**src/rtl/lbl_pkg.sv**
```systemverilog
`timescale 1ns / 1ps

package lbl_pkg;

	// Default width of the byte position and run length counters.
	localparam int OFFSET_BITS_DEF = 16;

	// Entries in the queue between the classifier and the token builder.
	localparam int QUEUE_DEPTH = 4;

	// Character classes. A pending run is held with the class of its bytes.
	typedef enum logic [1:0] {
		CLS_SKIP   = 2'd0,
		CLS_ALPHA  = 2'd1,
		CLS_DIGIT  = 2'd2,
		CLS_SINGLE = 2'd3
	} cls_t;

	typedef enum logic [2:0] {
		TK_OP     = 3'd0,
		TK_OPEN   = 3'd1,
		TK_CLOSE  = 3'd2,
		TK_SYMBOL = 3'd3,
		TK_NUMBER = 3'd4,
		TK_BADNUM = 3'd5,
		TK_END    = 3'd6
	} tok_kind_t;

	// What the classifier hands on for one byte.
	typedef struct packed {
		cls_t      cls;
		tok_kind_t kind;
		logic [3:0] digit;
		logic       fin;
	} char_info_t;

	// One finished token as it leaves the block.
	typedef struct packed {
		tok_kind_t   kind;
		logic [15:0] start;
		logic [15:0] len;
		logic [30:0] value;
	} token_t;

	localparam logic [7:0] CH_MINUS = 8'h2D;
	localparam logic [7:0] CH_PLUS  = 8'h2B;
	localparam logic [7:0] CH_STAR  = 8'h2A;
	localparam logic [7:0] CH_BANG  = 8'h21;
	localparam logic [7:0] CH_OPEN  = 8'h28;
	localparam logic [7:0] CH_CLOSE = 8'h29;
	localparam logic [7:0] CH_LO_A  = 8'h61;
	localparam logic [7:0] CH_LO_Z  = 8'h7A;
	localparam logic [7:0] CH_UP_A  = 8'h41;
	localparam logic [7:0] CH_UP_Z  = 8'h5A;
	localparam logic [7:0] CH_DIG_0 = 8'h30;
	localparam logic [7:0] CH_DIG_9 = 8'h39;

	function automatic char_info_t classify(input logic [7:0] c, input logic fin);
		char_info_t r;
		r.cls   = CLS_SKIP;
		r.kind  = TK_OP;
		r.digit = c[3:0];
		r.fin   = fin;
		if ((c >= CH_LO_A && c <= CH_LO_Z) || (c >= CH_UP_A && c <= CH_UP_Z)) begin
			r.cls = CLS_ALPHA;
		end else if (c >= CH_DIG_0 && c <= CH_DIG_9) begin
			r.cls = CLS_DIGIT;
		end else if (c == CH_MINUS || c == CH_PLUS || c == CH_STAR || c == CH_BANG) begin
			r.cls = CLS_SINGLE;
		end else if (c == CH_OPEN) begin
			r.cls  = CLS_SINGLE;
			r.kind = TK_OPEN;
		end else if (c == CH_CLOSE) begin
			r.cls  = CLS_SINGLE;
			r.kind = TK_CLOSE;
		end
		return r;
	endfunction

endpackage

```
**src/rtl/lbl_front.sv**
```systemverilog
`timescale 1ns / 1ps

module lbl_front #(
	parameter int OFFSET_BITS = lbl_pkg::OFFSET_BITS_DEF
) (
	input  logic clk,
	input  logic arst_n,
	input  logic s_tvalid,
	output logic s_tready,
	input  logic [7:0] s_tdata,
	input  logic s_tlast,
	input  logic q_full,
	output logic q_push,
	output logic [OFFSET_BITS+$bits(lbl_pkg::char_info_t)-1:0] q_entry
);
	import lbl_pkg::*;

	logic [OFFSET_BITS-1:0] byte_pos_q;
	char_info_t             info;

	assign s_tready = !q_full;
	assign q_push   = s_tvalid && !q_full;
	assign info     = classify(s_tdata, s_tlast);
	assign q_entry  = {byte_pos_q, info};

	// The position restarts at zero after the final byte of a string.
	always_ff @(posedge clk or negedge arst_n) begin
		if (!arst_n) begin
			byte_pos_q <= '0;
		end else if (q_push) begin
			if (s_tlast) begin
				byte_pos_q <= '0;
			end else begin
				byte_pos_q <= byte_pos_q + {{(OFFSET_BITS-1){1'b0}}, 1'b1};
			end
		end
	end

endmodule

```
**src/rtl/lbl_fifo.sv**
```systemverilog
`timescale 1ns / 1ps

module lbl_fifo #(
	parameter int WIDTH = 8,
	parameter int DEPTH = lbl_pkg::QUEUE_DEPTH
) (
	input  logic clk,
	input  logic arst_n,
	input  logic push,
	input  logic [WIDTH-1:0] push_data,
	output logic full,
	input  logic pop,
	output logic empty,
	output logic [WIDTH-1:0] head_data
);
	localparam int PW = (DEPTH > 1) ? $clog2(DEPTH) : 1;
	localparam int CW = $clog2(DEPTH + 1);

	logic [WIDTH-1:0] mem_q [DEPTH];
	logic [PW-1:0]    wr_ptr_q;
	logic [PW-1:0]    rd_ptr_q;
	logic [CW-1:0]    count_q;
	logic             do_push;
	logic             do_pop;

	assign full      = (count_q == CW'(DEPTH));
	assign empty     = (count_q == '0);
	assign head_data = mem_q[rd_ptr_q];
	assign do_push   = push && !full;
	assign do_pop    = pop && !empty;

	always_ff @(posedge clk) begin
		if (do_push) begin
			mem_q[wr_ptr_q] <= push_data;
		end
	end

	always_ff @(posedge clk or negedge arst_n) begin
		if (!arst_n) begin
			wr_ptr_q <= '0;
			rd_ptr_q <= '0;
			count_q  <= '0;
		end else begin
			if (do_push) begin
				wr_ptr_q <= (wr_ptr_q == PW'(DEPTH - 1)) ? '0 : wr_ptr_q + {{(PW-1){1'b0}}, 1'b1};
			end
			if (do_pop) begin
				rd_ptr_q <= (rd_ptr_q == PW'(DEPTH - 1)) ? '0 : rd_ptr_q + {{(PW-1){1'b0}}, 1'b1};
			end
			if (do_push && !do_pop) begin
				count_q <= count_q + {{(CW-1){1'b0}}, 1'b1};
			end else if (do_pop && !do_push) begin
				count_q <= count_q - {{(CW-1){1'b0}}, 1'b1};
			end
		end
	end

endmodule

```
**src/rtl/lbl_back.sv**
```systemverilog
`timescale 1ns / 1ps

module lbl_back #(
	parameter int OFFSET_BITS = lbl_pkg::OFFSET_BITS_DEF
) (
	input  logic clk,
	input  logic arst_n,
	input  logic head_valid,
	input  logic [OFFSET_BITS+$bits(lbl_pkg::char_info_t)-1:0] head_entry,
	output logic pop,
	output logic m_tvalid,
	input  logic m_tready,
	output lbl_pkg::token_t m_tok,
	output logic m_last
);
	import lbl_pkg::*;

	localparam int OB = OFFSET_BITS;

	// Run state.
	cls_t          run_mode_q;
	logic [OB-1:0] run_start_q;
	logic [OB-1:0] run_len_q;
	logic [30:0]   acc_q;
	logic          ovf_q;
	logic [15:0]   tok_cnt_q;

	// Results already delivered for the entry at the head of the queue.
	logic [2:0]    done_q;

	logic          out_valid_q;
	token_t        out_tok_q;
	logic          out_last_q;

	logic [OB-1:0] e_pos;
	char_info_t    e_info;
	logic [OB-1:0] end_pos;

	logic          a_hit, b_hit, c_hit, is_run, new_run, b_flush;
	cls_t          mode0, n_mode;
	logic [OB-1:0] n_start, n_len;
	logic [30:0]   acc_base, n_acc;
	logic          ovf_base, n_ovf;
	logic [34:0]   prod;
	logic [15:0]   cnt_sum;
	token_t        tok_a, tok_b, tok_c, tok_sel;
	logic [2:0]    remain, pick;
	logic          last_pick, out_free, out_load, consume;

	assign {e_pos, e_info} = head_entry;
	assign end_pos         = e_pos + {{(OB-1){1'b0}}, 1'b1};

	// A run pending under another class closes before this byte is looked at.
	assign a_hit   = (run_mode_q != CLS_SKIP) && (run_mode_q != e_info.cls);
	assign is_run  = (e_info.cls == CLS_ALPHA) || (e_info.cls == CLS_DIGIT);
	assign mode0   = a_hit ? CLS_SKIP : run_mode_q;
	assign new_run = is_run && (mode0 == CLS_SKIP);
	assign n_mode  = is_run ? e_info.cls : mode0;

	always_comb begin
		n_start  = new_run ? e_pos : run_start_q;
		if (!is_run) begin
			n_len = '0;
		end else if (new_run) begin
			n_len = {{(OB-1){1'b0}}, 1'b1};
		end else if (run_len_q != {OB{1'b1}}) begin
			n_len = run_len_q + {{(OB-1){1'b0}}, 1'b1};
		end else begin
			n_len = run_len_q;
		end
		acc_base = new_run ? '0 : acc_q;
		ovf_base = new_run ? 1'b0 : ovf_q;
		// Times ten as eight plus two, then the new digit.
		prod = {1'b0, acc_base, 3'b000} + {3'b000, acc_base, 1'b0} + {31'd0, e_info.digit};
		n_acc = acc_base;
		n_ovf = ovf_base;
		if (e_info.cls == CLS_DIGIT && !ovf_base) begin
			if (prod[34:31] != 4'd0) begin
				n_ovf = 1'b1;
			end else begin
				n_acc = prod[30:0];
			end
		end
	end

	assign b_flush = e_info.fin && (n_mode != CLS_SKIP);
	assign b_hit   = (e_info.cls == CLS_SINGLE) || b_flush;
	assign c_hit   = e_info.fin;
	assign cnt_sum = tok_cnt_q + 16'(a_hit) + 16'(b_hit);

	always_comb begin
		tok_a.kind  = (run_mode_q == CLS_ALPHA) ? TK_SYMBOL : (ovf_q ? TK_BADNUM : TK_NUMBER);
		tok_a.start = 16'(run_start_q);
		tok_a.len   = 16'(run_len_q);
		tok_a.value = (tok_a.kind == TK_NUMBER) ? acc_q : '0;

		if (e_info.cls == CLS_SINGLE) begin
			tok_b.kind  = e_info.kind;
			tok_b.start = 16'(e_pos);
			tok_b.len   = 16'd1;
			tok_b.value = '0;
		end else begin
			tok_b.kind  = (n_mode == CLS_ALPHA) ? TK_SYMBOL : (n_ovf ? TK_BADNUM : TK_NUMBER);
			tok_b.start = 16'(n_start);
			tok_b.len   = 16'(n_len);
			tok_b.value = (tok_b.kind == TK_NUMBER) ? n_acc : '0;
		end

		tok_c.kind  = TK_END;
		tok_c.start = 16'(end_pos);
		tok_c.len   = '0;
		tok_c.value = 31'(cnt_sum);
	end

	// Results go out in order: closed run, single-byte token or run flushed at the final byte, end of string.
	assign remain    = {c_hit, b_hit, a_hit} & ~done_q;
	assign pick      = remain & (~remain + 3'd1);
	assign last_pick = ((remain & ~pick) == 3'b000);

	always_comb begin
		unique case (pick)
			3'b001:  tok_sel = tok_a;
			3'b010:  tok_sel = tok_b;
			3'b100:  tok_sel = tok_c;
			default: tok_sel = tok_c;
		endcase
	end

	assign out_free = !out_valid_q || m_tready;
	assign out_load = head_valid && out_free && (remain != 3'b000);
	assign consume  = head_valid && ((remain == 3'b000) || (out_load && last_pick));
	assign pop      = consume;

	always_ff @(posedge clk or negedge arst_n) begin
		if (!arst_n) begin
			run_mode_q  <= CLS_SKIP;
			run_start_q <= '0;
			run_len_q   <= '0;
			acc_q       <= '0;
			ovf_q       <= 1'b0;
			tok_cnt_q   <= '0;
			done_q      <= '0;
		end else if (consume) begin
			done_q <= '0;
			if (b_flush) begin
				run_mode_q <= CLS_SKIP;
				run_len_q  <= '0;
				acc_q      <= '0;
				ovf_q      <= 1'b0;
			end else begin
				run_mode_q <= n_mode;
				run_len_q  <= n_len;
				acc_q      <= n_acc;
				ovf_q      <= n_ovf;
			end
			run_start_q <= n_start;
			tok_cnt_q   <= e_info.fin ? 16'd0 : cnt_sum;
		end else if (out_load) begin
			done_q <= done_q | pick;
		end
	end

	always_ff @(posedge clk or negedge arst_n) begin
		if (!arst_n) begin
			out_valid_q <= 1'b0;
		end else if (out_load) begin
			out_valid_q <= 1'b1;
		end else if (m_tready) begin
			out_valid_q <= 1'b0;
		end
	end

	always_ff @(posedge clk) begin
		if (out_load) begin
			out_tok_q  <= tok_sel;
			out_last_q <= last_pick;
		end
	end

	assign m_tvalid = out_valid_q;
	assign m_tok    = out_tok_q;
	assign m_last   = out_last_q;

`ifndef SYNTHESIS
	a_mode_never_single: assert property (@(posedge clk) disable iff (!arst_n)
		run_mode_q != CLS_SINGLE)
		else $error("run held under the single-byte class");

	a_idle_len_zero: assert property (@(posedge clk) disable iff (!arst_n)
		(run_mode_q == CLS_SKIP) |-> (run_len_q == '0))
		else $error("run length left over with no run pending");

	a_end_never_pending: assert property (@(posedge clk) disable iff (!arst_n)
		done_q[2] == 1'b0)
		else $error("entry kept after its end item went out");

	a_end_is_last: assert property (@(posedge clk) disable iff (!arst_n)
		(out_valid_q && out_tok_q.kind == TK_END) |-> out_last_q)
		else $error("end item not flagged as last of its byte");
`endif

endmodule

```
**src/rtl/lisp_byte_lexer_unit.sv**
```systemverilog
`timescale 1ns / 1ps

// Channel  Direction  Signals                  Contents
// s_*      in         tvalid tready tdata      tdata[7:0] char_byte
//                     tlast                    final_byte
// m_*      out        tvalid tready tdata      tdata[15:0] start_offset, [31:16] token_length,
//                     tuser tlast              [62:32] number_value; tuser token_kind;
//                                              tlast run_last
//
// A byte is classified and queued in the cycle it is taken; the token builder turns it into
// its results one per cycle while the output accepts them, as it has a single output port.
// The asynchronous reset clears the run state, the byte position, the token count and the
// queue. No clearing pass follows it.
// A stall at the output backs up the queue, and the input stalls only once the queue is full.

module lisp_byte_lexer_unit #(
	parameter int OFFSET_BITS = lbl_pkg::OFFSET_BITS_DEF
) (
	input  logic        clk,
	input  logic        arst_n,
	input  logic        s_tvalid,
	output logic        s_tready,
	input  logic [7:0]  s_tdata,   // [7:0] char_byte
	input  logic        s_tlast,   // final_byte
	output logic        m_tvalid,
	input  logic        m_tready,
	output logic [63:0] m_tdata,   // start_offset, token_length, number_value, zero pad
	output logic [2:0]  m_tuser,   // token_kind
	output logic        m_tlast    // run_last
);
	import lbl_pkg::*;

	// Queue entry: byte position above the classified byte.
	localparam int ENTRY_W = OFFSET_BITS + $bits(char_info_t);

	logic               q_push;
	logic               q_full;
	logic               q_empty;
	logic               q_pop;
	logic [ENTRY_W-1:0] q_in;
	logic [ENTRY_W-1:0] q_head;
	token_t             tok;

	// The classifier keeps the byte position and sorts each byte into its class.
	lbl_front #(
		.OFFSET_BITS (OFFSET_BITS)
	) u_front (
		.clk      (clk),
		.arst_n   (arst_n),
		.s_tvalid (s_tvalid),
		.s_tready (s_tready),
		.s_tdata  (s_tdata),
		.s_tlast  (s_tlast),
		.q_full   (q_full),
		.q_push   (q_push),
		.q_entry  (q_in)
	);

	// A short queue lets the classifier run on while the builder emits several tokens.
	lbl_fifo #(
		.WIDTH (ENTRY_W),
		.DEPTH (QUEUE_DEPTH)
	) u_fifo (
		.clk       (clk),
		.arst_n    (arst_n),
		.push      (q_push),
		.push_data (q_in),
		.full      (q_full),
		.pop       (q_pop),
		.empty     (q_empty),
		.head_data (q_head)
	);

	// The builder holds the pending run, accumulates number values and emits tokens.
	lbl_back #(
		.OFFSET_BITS (OFFSET_BITS)
	) u_back (
		.clk        (clk),
		.arst_n     (arst_n),
		.head_valid (!q_empty),
		.head_entry (q_head),
		.pop        (q_pop),
		.m_tvalid   (m_tvalid),
		.m_tready   (m_tready),
		.m_tok      (tok),
		.m_last     (m_tlast)
	);

	assign m_tdata = {1'b0, tok.value, tok.len, tok.start};
	assign m_tuser = tok.kind;

endmodule
```
**config.mk**
```make
export PLATFORM = sky130hd
export DESIGN_NAME = lisp_byte_lexer_unit
export DESIGN_NICKNAME = d
export VERILOG_FILES = /design/src/rtl/lbl_pkg.sv /design/src/rtl/lbl_front.sv /design/src/rtl/lbl_fifo.sv /design/src/rtl/lbl_back.sv /design/src/rtl/lisp_byte_lexer_unit.sv
export SDC_FILE = /design/constraint.sdc
export NUM_CORES = 1
export LEC_CHECK = 0
export BUFFER_PORTS_ARGS = -buffer_cell sky130_fd_sc_hd__buf_2
export CORE_AREA = 2 2 163 165
export DETAILED_ROUTE_END_ITERATION = 8
export DIE_AREA = 0 0 165 167
export GPL_TIMING_DRIVEN = 0
export PLACE_DENSITY = 0.78
export REMOVE_ABC_BUFFERS = 1
export SLEW_MARGIN = 15
export SYNTH_ARGS = -nofsm -noshare
export SYNTH_HDL_FRONTEND = slang
export SYNTH_SLANG_ARGS = --single-unit
```
**constraint.sdc**
```tcl
create_clock -name clk -period 7.6 [get_ports clk]
set_input_delay 1.14 -clock clk [delete_from_list [all_inputs] [get_ports clk]]
set_output_delay 1.14 -clock clk [all_outputs]
set_load 0.1 [all_outputs]
```
==> results by group <==
Critical path
  – Critical R2R Launch: u_fifo.rd_ptr_q[1]
  – CP endpoint kind: flip-flop
  – Worst EP required: 7.90 ns
  – Setup CP Type: reg2reg
  – Setup crit start kind: flip-flop
  – R2R depth: 19
  – R2r setup slk: 0.29 ns
  – Start point of the critical path: u_fifo.rd_ptr_q[1]
  – Worst reg2reg endpoint: u_back.m_tok[4]
  – CP max FO: 36
  – Arrival @ worst endpoint: 7.61 ns
  – Crit path to: u_back.m_tok[4]

GRT
  – GRT Overall Usage: 26.6%
  – GRT overflow: 0
  – First-pass GRT wire length: 58600 um
  – Vias in the first global route: 11100
  – Initial antenna violation count: 0
  – Largest net degree at the start of global routing: 77

Place
  – Routability cong.: 0.895
  – HPWL after detailed placement: 23700 um
  – DP Area: 0.0160 mm^2
  – Port bufs: 81

Clock tree
  – CTS Buf Count: 30
  – Worst-skew pair later-pin latency: 0.58 ns
  – CTS Hold Buffers Added: 0
  – Clock sinks: 276
  – TritonCTS clock tree: done
  – Post-cts resize count: 0
  – Post-CTS Setup Inserts: 0
  – Clock Path Buffers: 3
  – Worst-path clk slew: 0.06 ns
  – H-tree levels: 1
  – Clock root buffer master: clkbuf_16

Cells and area
  – Post-route cell area: 0.0170 mm^2
  – Final core area utilization: 66.1%
  – N_diodes: 0
  – Final nets: 1516
  – Synthesis-to-layout area growth: 11.1%
  – Most common cell after layout, fill and taps aside: edfxtp_1
  – Layout cells sized above 1: 15.9%
  – # fillers: 1898
  – Area taken by flip-flops and latches: 0.00774 mm^2
  – Most frequent cells in the layout: edfxtp_1, nand2_1, dfrtp_1, nor2_1
  – Multi-input gate area: 0.00708 mm^2

Yosys
  – Mapped Avg Cell Area: 11.2 um^2
  – Ys async rst share: 39.5%
  – Number of flops mapped to enable cells by yosys: 167
  – Main flop type after synthesis: edfxtp_1
  – Register area share after synthesis: 50.5%
  – Compound-cell area share of the yosys netlist: 16.8%
  – Post-synthesis mux area share: 6.80%
  – Mapped Area: 0.0153 mm^2
  – Ys Warns: 0
  – XOR/XNOR share of the synthesized area: 3.94%
  – Cells after Synth: 1372
  – Synth unique cells: 85
  – Largest family of logic cells by synthesized area: compound AO/OA/AOI/OAI gates
  – Adder-cell share of the synthesized area: 6.35%
  – Post-synthesis register bit count: 276
  – Synth Area in Simple Gates: 12.1%

STA
  – Achievable clock frequency: 0.137 GHz
  – Final setup violation count: 0
  – Fin crit period: 7.31 ns
  – Least-Margin Pin Slew: 1.18 ns
  – Crit share post-route: 96.2%
  – Rel. slew slack: 21.0%
  – Max Slew Vio Count: 0
  – Clock Skew: 0.0162 ns
  – RSZ-0062 raised after global routing: false
  – Hold Vio Cnt, Final: 0

Outcome
  – Status: completed

Routing
  – Routed vias/inst: 6.46
  – Via count: 11500
  – Router iterations before antenna repair: 5
  – Total routed wirelength: 36300 um
  – Initial DRC Count: 1169
  – Remaining DRCs: 0
  – Avg WL per Cell: 20.3 um
  – Final ANT Viol Nets: 0

Die
  – Die footprint: 0.0276 mm^2
  – Die width: 165 um
  – Core box area: 0.0258 mm^2
  – Row count: 59
  – Ports: 83
  – Die Y: 167 um
  – Initial Util: 59.5%

Hold path
  – Min-Delay Path Class: reg2reg

Flow run
  – MaxCap Viol Count: 0
==> worst min path at each step <==
stage / startpoint / to / cells past startpoint
after floorplan: u_back.run_start_q[10] / u_back.run_start_q[10] / 2
after global placement: u_back.run_start_q[8] / u_back.run_start_q[8] / 2
after detailed placement: u_back.run_start_q[8] / u_back.run_start_q[8] / 2
after CTS: u_back.run_start_q[8] / u_back.run_start_q[8] / 2
after global routing: u_back.acc_q[20] / u_back.acc_q[20] / 1
final: u_back.run_start_q[8] / u_back.run_start_q[8] / 2
==> state kept, by name, summed over array words and instances (netlist names), 3 cells and up <==
name	flops
u_back.acc_q	31
u_back.done_q	3
u_back.m_tok	66
u_back.run_len_q	16
u_back.run_start_q	16
u_back.tok_cnt_q	16
u_fifo.count_q	3
u_fifo.mem_q	100
u_front.byte_pos_q	16
==> cell usage after synthesis (22+ instances only) <==
cell type	instances	share of area, %
clkbuf_1	31	0.76
o31ai_1	22	1.1
and2_1	30	1.2
mux2_2	27	2.0
nor2_1	100	2.4
edfxtp_1	167	33
nand2_1	126	3.1
o21ai_0	80	2.6
mux4_2	24	3.5
xnor2_1	38	2.2
a21oi_1	81	2.6
a22o_1	33	1.9
nand3_1	31	1.0
dfrtp_1	109	18
inv_1	46	1.1
nor3_1	26	0.85
xor2_1	29	1.7
ha_1	73	6.0
==> cell families (layout without fill, tap and decap cells) <==
family                     Yosys count  after routing
adders and majority gates           76             76
and+or+nand+nor                    392            392
buffers and inverters              114            193
AOI/OAI and AO/OA                  380            380
DFF                                276            276
muxes                               65             65
xor gates and xnor gates            68             68
other                                1              1
==> metal layers <==
layer,GRT usage (%),share of wire [%],vias up
li1,-,-,5278
met1,37.4,43,5728
met2,43.3,49,463
met3,3.89,6.7,69
met4,7.26,2.2,0
met5,0,0,-
==> per-stage QoR <==
stage | setup WS (ns) | cells | setup TNS (ns) | hold WS (ns)
2_1_floorplan | 0.679 | 1305 | 0 | 0.451
3_3_place_gp | -1.47 | 1721 | -140.03 | 0.463
3_5_place_dp | 0.210 | 1730 | 0 | 0.476
4_1_cts | 0.0698 | 1786 | 0 | 0.491
5_1_grt | 0.0575 | 1786 | 0 | 0.519
6_report | 0.290 | 1786 | 0 | 0.486
==> critical path, cell delays in order, from the launching register on <==
cell and delay, ns:
dfrtp_2 0.81, mux4_2 0.53, ha_1 0.50, inv_1 0.17, nand2_2 0.53, nand2_1 0.31
xnor2_1 0.21, ha_1 0.20, a31o_2 0.22, ha_1 0.33, nand3_1 0.11, o211ai_2 0.33
a221oi_2 0.18, a2111oi_1 0.65, o211a_2 0.31, o211ai_2 0.16, nor3_4 0.50, buf_8 0.24
mux2_2 0.36, a221o_1 0.35
==> cell type report <==
cell class                 instances  share of cell area [%]
sequential                       276                    45.5
multi-input combinational        982                    41.6
timing repair buffer              90                    3.40
inverter                          47                    1.05
tap                              335                    2.46
clock inverter                    18                    1.04
clock buffer                      38                    4.95
Power is not shown: default switching activity piles up to over one toggle a cycle in this logic, so the estimate is an artifact.
